## config.mk

```make
export PLATFORM = sky130hd
export DESIGN_NAME = scalar_kalman_filter_core_flat
export DESIGN_NICKNAME = d
export VERILOG_FILES = /design/src/rtl/core/kfc_pkg.sv /design/src/rtl/core/kfc_in_if.sv /design/src/rtl/core/kfc_out_if.sv /design/src/rtl/core/kfc_div.sv /design/src/rtl/core/kfc_mul.sv /design/src/rtl/core/scalar_kalman_filter_core.sv /design/src/flat_wrapper.sv
export SDC_FILE = /design/constraint.sdc
export NUM_CORES = 2
export LEC_CHECK = 0
export BUFFER_PORTS_ARGS = -buffer_cell sky130_fd_sc_hd__buf_2
export CAP_MARGIN = 20
export CORE_ASPECT_RATIO = 0.5
export CORE_MARGIN = 5
export CORE_UTILIZATION = 25
export DETAILED_ROUTE_END_ITERATION = 6
export PLACE_DENSITY = 0.41
export SETUP_SLACK_MARGIN = 0.4
export SLEW_MARGIN = 20
export SYNTH_ARGS = -nofsm -noshare
export SYNTH_HDL_FRONTEND = slang
export SYNTH_SLANG_ARGS = --single-unit
```

## constraint.sdc

```tcl
create_clock -name i_clk -period 10.3 [get_ports i_clk]
set_clock_uncertainty 0.15 [all_clocks]
set_input_delay 2.06 -clock i_clk [delete_from_list [all_inputs] [get_ports i_clk]]
set_output_delay 2.06 -clock i_clk [all_outputs]
set_load 0.1 [all_outputs]
```

## src/rtl/core/kfc_pkg.sv

```systemverilog
`timescale 1ns / 1ps

package kfc_pkg;

    localparam int DATA_W  = 32;
    localparam int GAIN_W  = 17;
    localparam int DEN_W   = DATA_W + 1;
    localparam int MUL_A_W = DATA_W + 2;
    localparam int MUL_B_W = GAIN_W + 1;
    localparam int PROD_W  = MUL_A_W + MUL_B_W;
    localparam int FRAC_W  = 16;
    localparam int CFG_IDX_W = 2;

    localparam logic [GAIN_W-1:0] GAIN_ONE = GAIN_W'(1 << FRAC_W);
    localparam logic [PROD_W-1:0] ROUND_HALF = PROD_W'(1 << (FRAC_W - 1));

    localparam logic [CFG_IDX_W-1:0] CFG_PROCESS_NOISE      = 2'd0;
    localparam logic [CFG_IDX_W-1:0] CFG_MEASURE_NOISE      = 2'd1;
    localparam logic [CFG_IDX_W-1:0] CFG_INITIAL_ESTIMATE   = 2'd2;
    localparam logic [CFG_IDX_W-1:0] CFG_INITIAL_COVARIANCE = 2'd3;

    localparam logic [DATA_W-1:0] RST_PROCESS_NOISE      = 32'd66;
    localparam logic [DATA_W-1:0] RST_MEASURE_NOISE      = 32'd151257088;
    localparam logic [DATA_W-1:0] RST_INITIAL_ESTIMATE   = 32'd10485760;
    localparam logic [DATA_W-1:0] RST_INITIAL_COVARIANCE = 32'd655;

    localparam logic [DATA_W-1:0] U32_MAX = '1;

endpackage

```

## src/rtl/core/kfc_in_if.sv

```systemverilog
`timescale 1ns / 1ps

interface kfc_in_if;
    logic                                valid;
    logic                                ready;
    logic signed [kfc_pkg::DATA_W-1:0]   measurement;
    logic                                restart;

    modport source (output valid, output measurement, output restart, input ready);
    modport sink   (input valid, input measurement, input restart, output ready);
endinterface

```

## src/rtl/core/kfc_out_if.sv

```systemverilog
`timescale 1ns / 1ps

interface kfc_out_if;
    logic                                valid;
    logic                                ready;
    logic signed [kfc_pkg::DATA_W-1:0]   estimate;
    logic        [kfc_pkg::DATA_W-1:0]   covariance;
    logic        [kfc_pkg::GAIN_W-1:0]   gain;

    modport source (output valid, output estimate, output covariance, output gain,
                    input ready);
    modport sink   (input valid, input estimate, input covariance, input gain,
                    output ready);
endinterface

```

## src/rtl/core/kfc_div.sv

```systemverilog
`timescale 1ns / 1ps

// Restoring divider: quotient = floor(num * 2^16 / (num + add)), one bit a cycle.
module kfc_div (
    input  logic                          i_clk,
    input  logic                          i_rst_n,
    input  logic                          i_start,
    input  logic [kfc_pkg::DATA_W-1:0]    i_num,
    input  logic [kfc_pkg::DATA_W-1:0]    i_add,
    output logic                          o_done,
    output logic [kfc_pkg::GAIN_W-1:0]    o_quot
);

    localparam int CNT_W = $clog2(kfc_pkg::GAIN_W);
    localparam logic [CNT_W-1:0] LAST = CNT_W'(kfc_pkg::GAIN_W - 1);

    logic [kfc_pkg::DEN_W-1:0]   r_den;
    logic [kfc_pkg::DEN_W:0]     r_rem;
    logic [kfc_pkg::GAIN_W-1:0]  r_quot;
    logic [CNT_W-1:0]            r_cnt;
    logic                        r_busy;
    logic                        r_done;

    logic [kfc_pkg::DEN_W+1:0]   trial;
    logic                        ge;
    logic [kfc_pkg::DEN_W-1:0]   rem_sel;

    always_comb begin
        trial   = {1'b0, r_rem} - {2'b00, r_den};
        ge      = !trial[kfc_pkg::DEN_W+1];
        rem_sel = ge ? trial[kfc_pkg::DEN_W-1:0] : r_rem[kfc_pkg::DEN_W-1:0];
    end

    always_ff @(posedge i_clk) begin
        if (!i_rst_n) begin
            r_busy <= 1'b0;
            r_done <= 1'b0;
            r_cnt  <= '0;
        end else begin
            r_done <= 1'b0;
            if (i_start) begin
                r_den  <= {1'b0, i_num} + {1'b0, i_add};
                r_rem  <= {2'b00, i_num};
                r_quot <= '0;
                r_cnt  <= '0;
                r_busy <= 1'b1;
            end else if (r_busy) begin
                r_rem  <= {rem_sel, 1'b0};
                r_quot <= {r_quot[kfc_pkg::GAIN_W-2:0], ge};
                r_cnt  <= r_cnt + CNT_W'(1);
                if (r_cnt == LAST) begin
                    r_busy <= 1'b0;
                    r_done <= 1'b1;
                end
            end
        end
    end

    assign o_done = r_done;
    // zero denominator: gain of one
    assign o_quot = (r_den == '0) ? kfc_pkg::GAIN_ONE : r_quot;

endmodule

```

## src/rtl/core/kfc_mul.sv

```systemverilog
`timescale 1ns / 1ps

// Shared signed multiplier, registered product.
module kfc_mul (
    input  logic                                i_clk,
    input  logic signed [kfc_pkg::MUL_A_W-1:0]  i_a,
    input  logic signed [kfc_pkg::MUL_B_W-1:0]  i_b,
    output logic signed [kfc_pkg::PROD_W-1:0]   o_prod
);

    logic signed [kfc_pkg::PROD_W-1:0] r_prod;

    always_ff @(posedge i_clk) begin
        r_prod <= kfc_pkg::PROD_W'(i_a) * kfc_pkg::PROD_W'(i_b);
    end

    assign o_prod = r_prod;

endmodule

```

## src/rtl/core/scalar_kalman_filter_core.sv

```systemverilog
`timescale 1ns / 1ps

// Scalar Kalman filter, constant-state model, Q16.16 fixed point.
// Input channel i_in (valid/ready): one measurement word plus a restart flag;
// restart reloads the initial estimate and covariance before the word is used.
// Output channel o_out (valid/ready): updated estimate, covariance and the
// Q1.16 gain used, exactly one result word per input word.
// One word at a time: i_in.ready is high only while the core is idle. A word
// passes through prediction, the bit-serial gain divider and then two passes
// through one shared multiplier before the result is registered for o_out.
// The result sits in an output register; the next word is accepted while it
// waits, and that word stalls at its last step until the register is freed.
// Configuration (i_cfg_we, i_cfg_idx, i_cfg_data) writes Q, R, the initial
// estimate and the initial covariance; write only while idle.
// Reset (i_rst_n low, synchronous) restores register defaults, loads the
// estimate and covariance from those defaults and empties the output.
module scalar_kalman_filter_core (
    input  logic                              i_clk,
    input  logic                              i_rst_n,
    input  logic                              i_cfg_we,
    input  logic [kfc_pkg::CFG_IDX_W-1:0]     i_cfg_idx,
    input  logic [kfc_pkg::DATA_W-1:0]        i_cfg_data,
    kfc_in_if.sink                            i_in,
    kfc_out_if.source                         o_out
);

    typedef enum logic [2:0] {
        S_IDLE, S_PRED, S_DIV_GO, S_DIV_WAIT, S_MUL_X, S_MUL_P, S_UPD, S_OUT
    } t_state;

    t_state r_state;

    logic [kfc_pkg::DATA_W-1:0]         r_q, r_r, r_init_est, r_init_cov;
    logic signed [kfc_pkg::DATA_W-1:0]  r_est;
    logic [kfc_pkg::DATA_W-1:0]         r_cov;
    logic signed [kfc_pkg::DATA_W-1:0]  r_meas;
    logic [kfc_pkg::DATA_W-1:0]         r_pmid;
    logic signed [kfc_pkg::DATA_W:0]    r_diff;
    logic [kfc_pkg::GAIN_W-1:0]         r_gain;

    logic                               r_out_valid;
    logic signed [kfc_pkg::DATA_W-1:0]  r_out_est;
    logic [kfc_pkg::DATA_W-1:0]         r_out_cov;
    logic [kfc_pkg::GAIN_W-1:0]         r_out_gain;

    logic                               div_start, div_done;
    logic [kfc_pkg::GAIN_W-1:0]         div_quot;
    logic signed [kfc_pkg::MUL_A_W-1:0] mul_a;
    logic signed [kfc_pkg::MUL_B_W-1:0] mul_b;
    logic signed [kfc_pkg::PROD_W-1:0]  mul_prod;

    logic [kfc_pkg::DATA_W:0]           p_sum;
    logic [kfc_pkg::DATA_W-1:0]         n_pmid;
    logic signed [kfc_pkg::PROD_W-1:0]  prod_rnd;
    logic signed [kfc_pkg::DATA_W+4:0]  x_sum;
    logic signed [kfc_pkg::DATA_W-1:0]  n_est;
    logic                               out_free;

    kfc_div u_div (
        .i_clk   (i_clk),
        .i_rst_n (i_rst_n),
        .i_start (div_start),
        .i_num   (r_pmid),
        .i_add   (r_r),
        .o_done  (div_done),
        .o_quot  (div_quot)
    );

    kfc_mul u_mul (
        .i_clk  (i_clk),
        .i_a    (mul_a),
        .i_b    (mul_b),
        .o_prod (mul_prod)
    );

    always_comb begin
        div_start = (r_state == S_DIV_GO);
        if (r_state == S_MUL_X) begin
            mul_a = {r_diff[kfc_pkg::DATA_W], r_diff};
            mul_b = {1'b0, r_gain};
        end else begin
            mul_a = {2'b00, r_pmid};
            mul_b = {1'b0, kfc_pkg::GAIN_ONE - r_gain};
        end

        p_sum  = {1'b0, r_cov} + {1'b0, r_q};
        n_pmid = p_sum[kfc_pkg::DATA_W] ? kfc_pkg::U32_MAX : p_sum[kfc_pkg::DATA_W-1:0];

        prod_rnd = mul_prod + kfc_pkg::ROUND_HALF;
        // floor shift of the rounded correction, added to the old estimate
        x_sum = (kfc_pkg::DATA_W+5)'(r_est)
              + (kfc_pkg::DATA_W+5)'($signed(prod_rnd[kfc_pkg::PROD_W-1:kfc_pkg::FRAC_W]));
        if (x_sum[kfc_pkg::DATA_W+4:kfc_pkg::DATA_W-1] == '0
            || x_sum[kfc_pkg::DATA_W+4:kfc_pkg::DATA_W-1] == '1) begin
            n_est = x_sum[kfc_pkg::DATA_W-1:0];
        end else if (x_sum[kfc_pkg::DATA_W+4]) begin
            n_est = {1'b1, {(kfc_pkg::DATA_W-1){1'b0}}};
        end else begin
            n_est = {1'b0, {(kfc_pkg::DATA_W-1){1'b1}}};
        end

        out_free = !r_out_valid || o_out.ready;
    end

    always_ff @(posedge i_clk) begin
        if (!i_rst_n) begin
            r_state     <= S_IDLE;
            r_q         <= kfc_pkg::RST_PROCESS_NOISE;
            r_r         <= kfc_pkg::RST_MEASURE_NOISE;
            r_init_est  <= kfc_pkg::RST_INITIAL_ESTIMATE;
            r_init_cov  <= kfc_pkg::RST_INITIAL_COVARIANCE;
            r_est       <= kfc_pkg::RST_INITIAL_ESTIMATE;
            r_cov       <= kfc_pkg::RST_INITIAL_COVARIANCE;
            r_out_valid <= 1'b0;
        end else begin
            if (i_cfg_we) begin
                case (i_cfg_idx)
                    kfc_pkg::CFG_PROCESS_NOISE:      r_q        <= i_cfg_data;
                    kfc_pkg::CFG_MEASURE_NOISE:      r_r        <= i_cfg_data;
                    kfc_pkg::CFG_INITIAL_ESTIMATE:   r_init_est <= i_cfg_data;
                    kfc_pkg::CFG_INITIAL_COVARIANCE: r_init_cov <= i_cfg_data;
                    default: ;
                endcase
            end

            // in S_OUT the reload below handles the handoff
            if (r_out_valid && o_out.ready && r_state != S_OUT) begin
                r_out_valid <= 1'b0;
            end

            case (r_state)
                S_IDLE: begin
                    if (i_in.valid) begin
                        r_meas <= i_in.measurement;
                        if (i_in.restart) begin
                            r_est <= r_init_est;
                            r_cov <= r_init_cov;
                        end
                        r_state <= S_PRED;
                    end
                end
                S_PRED: begin
                    r_pmid  <= n_pmid;
                    r_diff  <= (kfc_pkg::DATA_W+1)'(r_meas) - (kfc_pkg::DATA_W+1)'(r_est);
                    r_state <= S_DIV_GO;
                end
                S_DIV_GO: begin
                    r_state <= S_DIV_WAIT;
                end
                S_DIV_WAIT: begin
                    if (div_done) begin
                        r_gain  <= div_quot;
                        r_state <= S_MUL_X;
                    end
                end
                S_MUL_X: begin
                    r_state <= S_MUL_P;
                end
                S_MUL_P: begin
                    r_est   <= n_est;
                    r_state <= S_UPD;
                end
                S_UPD: begin
                    // product <= p_mid * 2^16, so the rounded result fits
                    r_cov   <= prod_rnd[kfc_pkg::FRAC_W+kfc_pkg::DATA_W-1:kfc_pkg::FRAC_W];
                    r_state <= S_OUT;
                end
                S_OUT: begin
                    if (out_free) begin
                        r_out_valid <= 1'b1;
                        r_out_est   <= r_est;
                        r_out_cov   <= r_cov;
                        r_out_gain  <= r_gain;
                        r_state     <= S_IDLE;
                    end
                end
                default: r_state <= S_IDLE;
            endcase
        end
    end

    assign i_in.ready       = (r_state == S_IDLE);
    assign o_out.valid      = r_out_valid;
    assign o_out.estimate   = r_out_est;
    assign o_out.covariance = r_out_cov;
    assign o_out.gain       = r_out_gain;

endmodule

```

## src/flat_wrapper.sv

```systemverilog
// flat-port wrapper written by rule: the top's interface ports become plain ports
module scalar_kalman_filter_core_flat 
  (i_clk, i_rst_n, i_cfg_we, i_cfg_idx, i_cfg_data, i_in_valid, i_in_measurement, i_in_restart, i_in_ready, o_out_valid, o_out_estimate, o_out_covariance, o_out_gain, o_out_ready);
  kfc_in_if i_in_i ();
  kfc_out_if o_out_i ();
  input  logic i_clk;
  input  logic i_rst_n;
  input  logic i_cfg_we;
  input  logic [kfc_pkg::CFG_IDX_W-1:0] i_cfg_idx;
  input  logic [kfc_pkg::DATA_W-1:0] i_cfg_data;
  input wire logic [$bits(i_in_i.valid)-1:0] i_in_valid;
  input wire logic [$bits(i_in_i.measurement)-1:0] i_in_measurement;
  input wire logic [$bits(i_in_i.restart)-1:0] i_in_restart;
  output wire logic [$bits(i_in_i.ready)-1:0] i_in_ready;
  output wire logic [$bits(o_out_i.valid)-1:0] o_out_valid;
  output wire logic [$bits(o_out_i.estimate)-1:0] o_out_estimate;
  output wire logic [$bits(o_out_i.covariance)-1:0] o_out_covariance;
  output wire logic [$bits(o_out_i.gain)-1:0] o_out_gain;
  input wire logic [$bits(o_out_i.ready)-1:0] o_out_ready;
  assign i_in_i.valid = i_in_valid;
  assign i_in_i.measurement = i_in_measurement;
  assign i_in_i.restart = i_in_restart;
  assign i_in_ready = i_in_i.ready;
  assign o_out_valid = o_out_i.valid;
  assign o_out_estimate = o_out_i.estimate;
  assign o_out_covariance = o_out_i.covariance;
  assign o_out_gain = o_out_i.gain;
  assign o_out_i.ready = o_out_ready;
  scalar_kalman_filter_core u_core (.i_clk(i_clk), .i_rst_n(i_rst_n), .i_cfg_we(i_cfg_we), .i_cfg_idx(i_cfg_idx), .i_cfg_data(i_cfg_data), .i_in(i_in_i), .o_out(o_out_i));
endmodule
```

Yosys cells after proc, flatten, opt, wreduce, memory -nomap -nowiden
Cells that the tools add are included.
- output and inout bits: 83
- word-level logic and storage cells: 104
- flip-flop bits (word level): 534
- $mul: 1
- multiplexer cells: 25
- bitwise gates (word level): 2
- add/sub/neg operators: 8
- reductions and logical operators: 28
- eq/ne operators: 17
- operators with widths (kind ; count):
    two-way mux 32 bit ; 7
    one-hot mux 32 bit (2 select lines) ; 2
    two-way mux 34 bit ; 2
    adder 32 x 32 -> 33 bit ; 2
    adder 52 x 16 -> 52 bit (second input constant) ; 1
    multiplier 34 x 18 -> 52 bit ; 1
    adder 32 x 36 -> 37 bit ; 1
    subtractor 34 x 33 -> 35 bit ; 1
    two-way mux 17 bit ; 2
    logical NOT 33 bit ; 1
    two-way mux 33 bit ; 1
    subtractor 32 x 32 -> 33 bit ; 1
    one-hot mux 3 bit (8 select lines) ; 1
    AND reduction 3 bit ; 6
    subtractor 17 bit (first input constant) ; 1
    AND reduction 2 bit ; 7
    == test 3 bit (second input constant) ; 4
    two-way mux 3 bit ; 3
    two-way mux 1 bit ; 7
    == test 3 x 2 -> 1 bit (second input constant) ; 2
    == test 6 bit (second input constant) ; 1
    logical NOT 6 bit ; 1
    != test 2 bit (second input constant) ; 3
    nonzero test 2 bit ; 3
    15 further kinds ; 20

Longest topological paths before layout
- depth after elaboration: 6
- depth in mapped cells: 34
- depth with buffers taken out: 31

Hierarchy
Synthesis repeated with hierarchy kept, for this count alone.
- cell total of the unflattened synthesis: 5362
- area, all modules: 49471.2 um^2
- modules (own cells, without submodules) (module ; times used ; area each (um^2) ; cells each ; seq. area each (um^2)):
    kfc_mul ; 1 ; 21941.0 ; 2424 ; 1041.0
    scalar_kalman_filter_core ; 1 ; 20235.7 ; 2168 ; 9779.4
    kfc_div ; 1 ; 7294.5 ; 770 ; 2662.6

Worst setup path before layout
OpenSTA, ideal clock, no wires.
- kind: reg2reg
- start: register u_core.r_gain[0] (netlist name)
- end: register u_core.u_mul.r_prod, in the netlist u_core.u_mul.o_prod[51]
- slack: 2330 ps
- period minus slack after synthesis: 7970 ps
- stages on the path, launching flop included: 31
- required time: 10022 ps
- data arrival time: 7692 ps
- cells stage by stage: edfxtp_1 clkbuf_1 clkbuf_1 inv_1 ha_1 nand2_1 nor3_1 nand2_1 or3_1 and2_1 xor2_1 clkbuf_1 nand2_1 fa_1 inv_1 fa_1 fa_1 fa_1 fa_1 inv_1 fa_1 inv_1 ha_1 nand4_1 or4_1 nor4b_1 a2bb2oi_1 a21o_1 a32oi_1 mux2i_1 nand4_1
- cells in the longest elaborated chain, start to end: 3
- RTL lines (element ; line ; RTL):
    from (decl) ; scalar_kalman_filter_core.sv:39 ; logic [kfc_pkg::GAIN_W-1:0] r_gain;
    from (signal assigned) ; scalar_kalman_filter_core.sv:152 ; r_gain <= div_quot;
    subtractor 17 bit ; scalar_kalman_filter_core.sv:83 ; mul_b = {1'b0, kfc_pkg::GAIN_ONE - r_gain};
    two-way mux 17 bit (*) ; scalar_kalman_filter_core.sv:78 ; if (r_state == S_MUL_X) begin
    multiplier 34 x 18 -> 52 bit (*) ; kfc_mul.sv:14 ; r_prod <= kfc_pkg::PROD_W'(i_a) * kfc_pkg::PROD_W'(i_b);
    to (signal assigned) ; kfc_mul.sv:14 ;
    to (decl) ; kfc_mul.sv:11 ; logic signed [kfc_pkg::PROD_W-1:0] r_prod;
Mark *: on every way between the ends. The rest lies on a longest branch, timed or not.
A chain may end at the register's enable or synchronous reset.

Worst setup path after layout
- start: register u_core.r_state[2]
- end: register u_core.u_mul.r_prod, in the netlist u_core.u_mul.o_prod[51]
- cells in the longest elaborated chain, start to end: 3
- elaborated cells between the ends (all ways): 4
- RTL lines (element ; line ; RTL):
    from (decl) ; scalar_kalman_filter_core.sv:31 ; t_state r_state;
    from (signal assigned) ; scalar_kalman_filter_core.sv:107 ; r_state <= S_IDLE;
    from (signal assigned) ; scalar_kalman_filter_core.sv:139 ; r_state <= S_PRED;
    from (signal assigned) ; scalar_kalman_filter_core.sv:145 ; r_state <= S_DIV_GO;
    == test 3 bit (*) ; scalar_kalman_filter_core.sv:78 ;
    two-way mux 34 bit / two-way mux 17 bit (equally long branches) ; scalar_kalman_filter_core.sv:78 ;
    multiplier 34 x 18 -> 52 bit (*) ; kfc_mul.sv:14 ;
Marked as above.

==> metrics <==
GP Congestion 0.8806; initial antenna violation count 12; total number of vias 36720; number of synthesized flops with an enable pin 279; Synth Area in Adders 0.3059; first-iteration detailed-routing DRC count 2719; layout cells sized above 1 0.07356; Port Buffers 154; CTS Buf Count 67; FP Rows 112; Synth Area in Compound Gates 0.1194; drt total wl 170700 um; Ports 155; Syn Std Cell Area 47270 sq um; Peak VDD IR 0.2893 mV; M1 WL 79000 um; FMAX 110.5 MHz; die area 198400 sq um; Post-Syn Area per Cell 8.998 sq um; CTS tree built; drt wl/cell 21.59 um; first-pass GRT wire length 254000 um; Reg clk slew, reported paths 60 ps; core area 187200 sq um; Area Overhead vs Synth 12.96%; H-tree depth 3; simple-gate share of the synthesized area 0.1625; Clock Latency Late Sink 650 ps; CP Capture Type flop; crit-path max FO 71; Slew Limit Fails 0; post-synthesis mux area share 0.01292; TritonRoute pass-1 iters 7; DRT antenna net count 0; # setup viols final 0; most frequent cells in the layout 1007 x nand2_1, 777 x inv_1, 543 x fa_1, 378 x nor2_1, 287 x ha_1; Top FF cell, synth edfxtp_1; CTS resizes 0; final hold viol count 0; Setup WS pre-CTS 1276 ps; Power Density 205.6 nW/um^2; drt via density 4.644; syn nets 6155; Post-CTS Setup Inserts 0; clk sink count 519; Post-Synth XOR/XNOR Area 0.04169; FF-to-FF setup slack 1250 ps; Synth cell types 94; Setup CP Type reg -> reg; number of global-route vias before repair 38490; Pleak 0.02379 uW; Worst Tran Pin Value 1156 ps; Root Buffer clkbuf_16; routed wl met2 76440 um; largest family of logic cells by synthesized area adder cells; synthesis-stage register bit count 519; wire length on met3 9607 um; fin crit period 9052 ps; total negative setup slack 0 ps; Initial Util 0.2525; setup ws final 1248 ps; critical path required time 10670 ps; critical path launch point type flop; Longest Clk Path Bufs 3; DR top layer met5; Post-Syn Instances 5253; die height 317.5 um; Worst Hold Class reg -> reg; HPWL Detailed 138700 um; total track usage 0.1702; commonest non-fill, non-tap cell in the layout nand2_1; Die W 624.9 um; status complete, no violations; Max-slew headroom 0.2073; unrepaired setup endpoints after global routing no; total gr overflow 0; nets@finish 6246; Critical Path AT 9420 ps; post-route clock period utilization 0.8788; largest net degree at the start of global routing 72; Filler cells 20060; hold-fix buffers at CTS 0; Async SR Flop Fraction 0; post-route DRC violation count 0; yosys warns 0; sequential-to-total area share from yosys stat 0.2789; max_cap viols 0
==> per-stage QoR <==
stage,hold WS (ps),cell area [sq um],utilization,power [uW],instances
finish,311.9,53390,0.2852,10980,7907
global route,328.5,53390,0.2852,11810,7906
CTS,315.5,53330,0.2849,11020,7904
detailed placement,307.5,51160,0.2733,8503,7782
global placement,299.7,51120,0.2730,8554,7781
floorplan,274.4,47270,-,6490,5253
==> kinds of logic after synthesis <==
family,Yosys count
AO/OA/AOI/OAI,846
XOR/XNOR,225
adder cells (fa/ha/maj),830
buffers and inverters,977
flip-flops,519
multiplexers,61
AND/OR/NAND/NOR,1795
==> cell usage after synthesis, types with 48 or more instances <==
library cell  number  area, sq um
a21boi_0         126        945.9
o21ai_0          141        705.7
a21o_1            91        683.2
mux2i_1           61        610.6
nand2_1         1007         3780
dfxtp_1          240         4805
xor2_1            74        648.1
nand3_1           71        355.3
and2_1            66        412.9
clkbuf_1         175        656.9
inv_1            777         2917
xnor2_1          151         1323
nor3_1            48        240.2
fa_1             543        10870
nor2_1           382         1434
ha_1             287         3591
edfxtp_1         279         8378
a21oi_1          198        991.0
==> metal layers <==
layer | vias up | global-route usage
li1 | 17210 | -
met1 | 18440 | 0.2338
met2 | 855 | 0.2710
met3 | 207 | 0.03325
met4 | 2 | 0.05069
met5 | - | 0
==> final cells by class <==
cell class / count / area (sq um) / area share
antenna: 2 / 5.005 / 0.00009373
clock buffer: 90 / 1823 / 0.03414
clock inverter: 32 / 351.6 / 0.006585
inverter: 777 / 2917 / 0.05462
multi-input combinational: 3757 / 30640 / 0.5739
sequential: 519 / 13180 / 0.2469
tap: 2508 / 3138 / 0.05877
timing repair buffer: 222 / 1333 / 0.02496
==> worst max-delay path, cell delays in order, from the launching register on <==
cell       delay, ps
dfxtp_1          670
nor3b_2          350
buf_12           370
a21oi_1          160
xor2_2           800
buf_4            380
nand2_1          110
fa_1             560
inv_1             60
fa_1             530
inv_1             50
fa_1             500
inv_1             50
fa_1             440
fa_1             520
inv_1             60
fa_1             500
inv_1             60
ha_1             380
nand4_1          170
or4_1            630
nor4b_1          330
a2bb2oi_1        190
a21o_1           230
a32oi_1          350
mux2i_1          230
nand4_1           90
==> sequential cells by signal, summed over array words and instances (netlist names), 33 cells and up <==
name                 flops
u_core.r_diff           33
u_core.u_div.r_rem      34
u_core.u_div.r_den      33
u_core.u_mul.o_prod     37
==> path summary, 6_finish.rpt <==
| check | start | end | cells after the start |
|---|---|---|---|
| worst max-delay path | u_core.r_state[2]$_SDFFE_PN0P_ | u_core.u_mul.o_prod[51]$_DFF_P_ | 26 |
| worst min-delay path | u_core.r_init_cov[15]$_SDFFE_PN0P_ | u_core.r_init_cov[15]$_SDFFE_PN0P_ | 2 |
| worst max register to register | u_core.r_state[2]$_SDFFE_PN0P_ | u_core.u_mul.o_prod[51]$_DFF_P_ | 26 |
| worst min register to register | u_core.r_init_cov[15]$_SDFFE_PN0P_ | u_core.r_init_cov[15]$_SDFFE_PN0P_ | 2 |
==> power breakdown <==
| group | internal (uW) | switching, uW | total [uW] |
|---|---|---|---|
| clock | 1380 | 996 | 2380 |
| combinational | 2250 | 3740 | 5990 |
| sequential | 2420 | 186 | 2600 |
| total | 6050 | 4920 | 11000 |
Power figures use the tool's default switching activity.
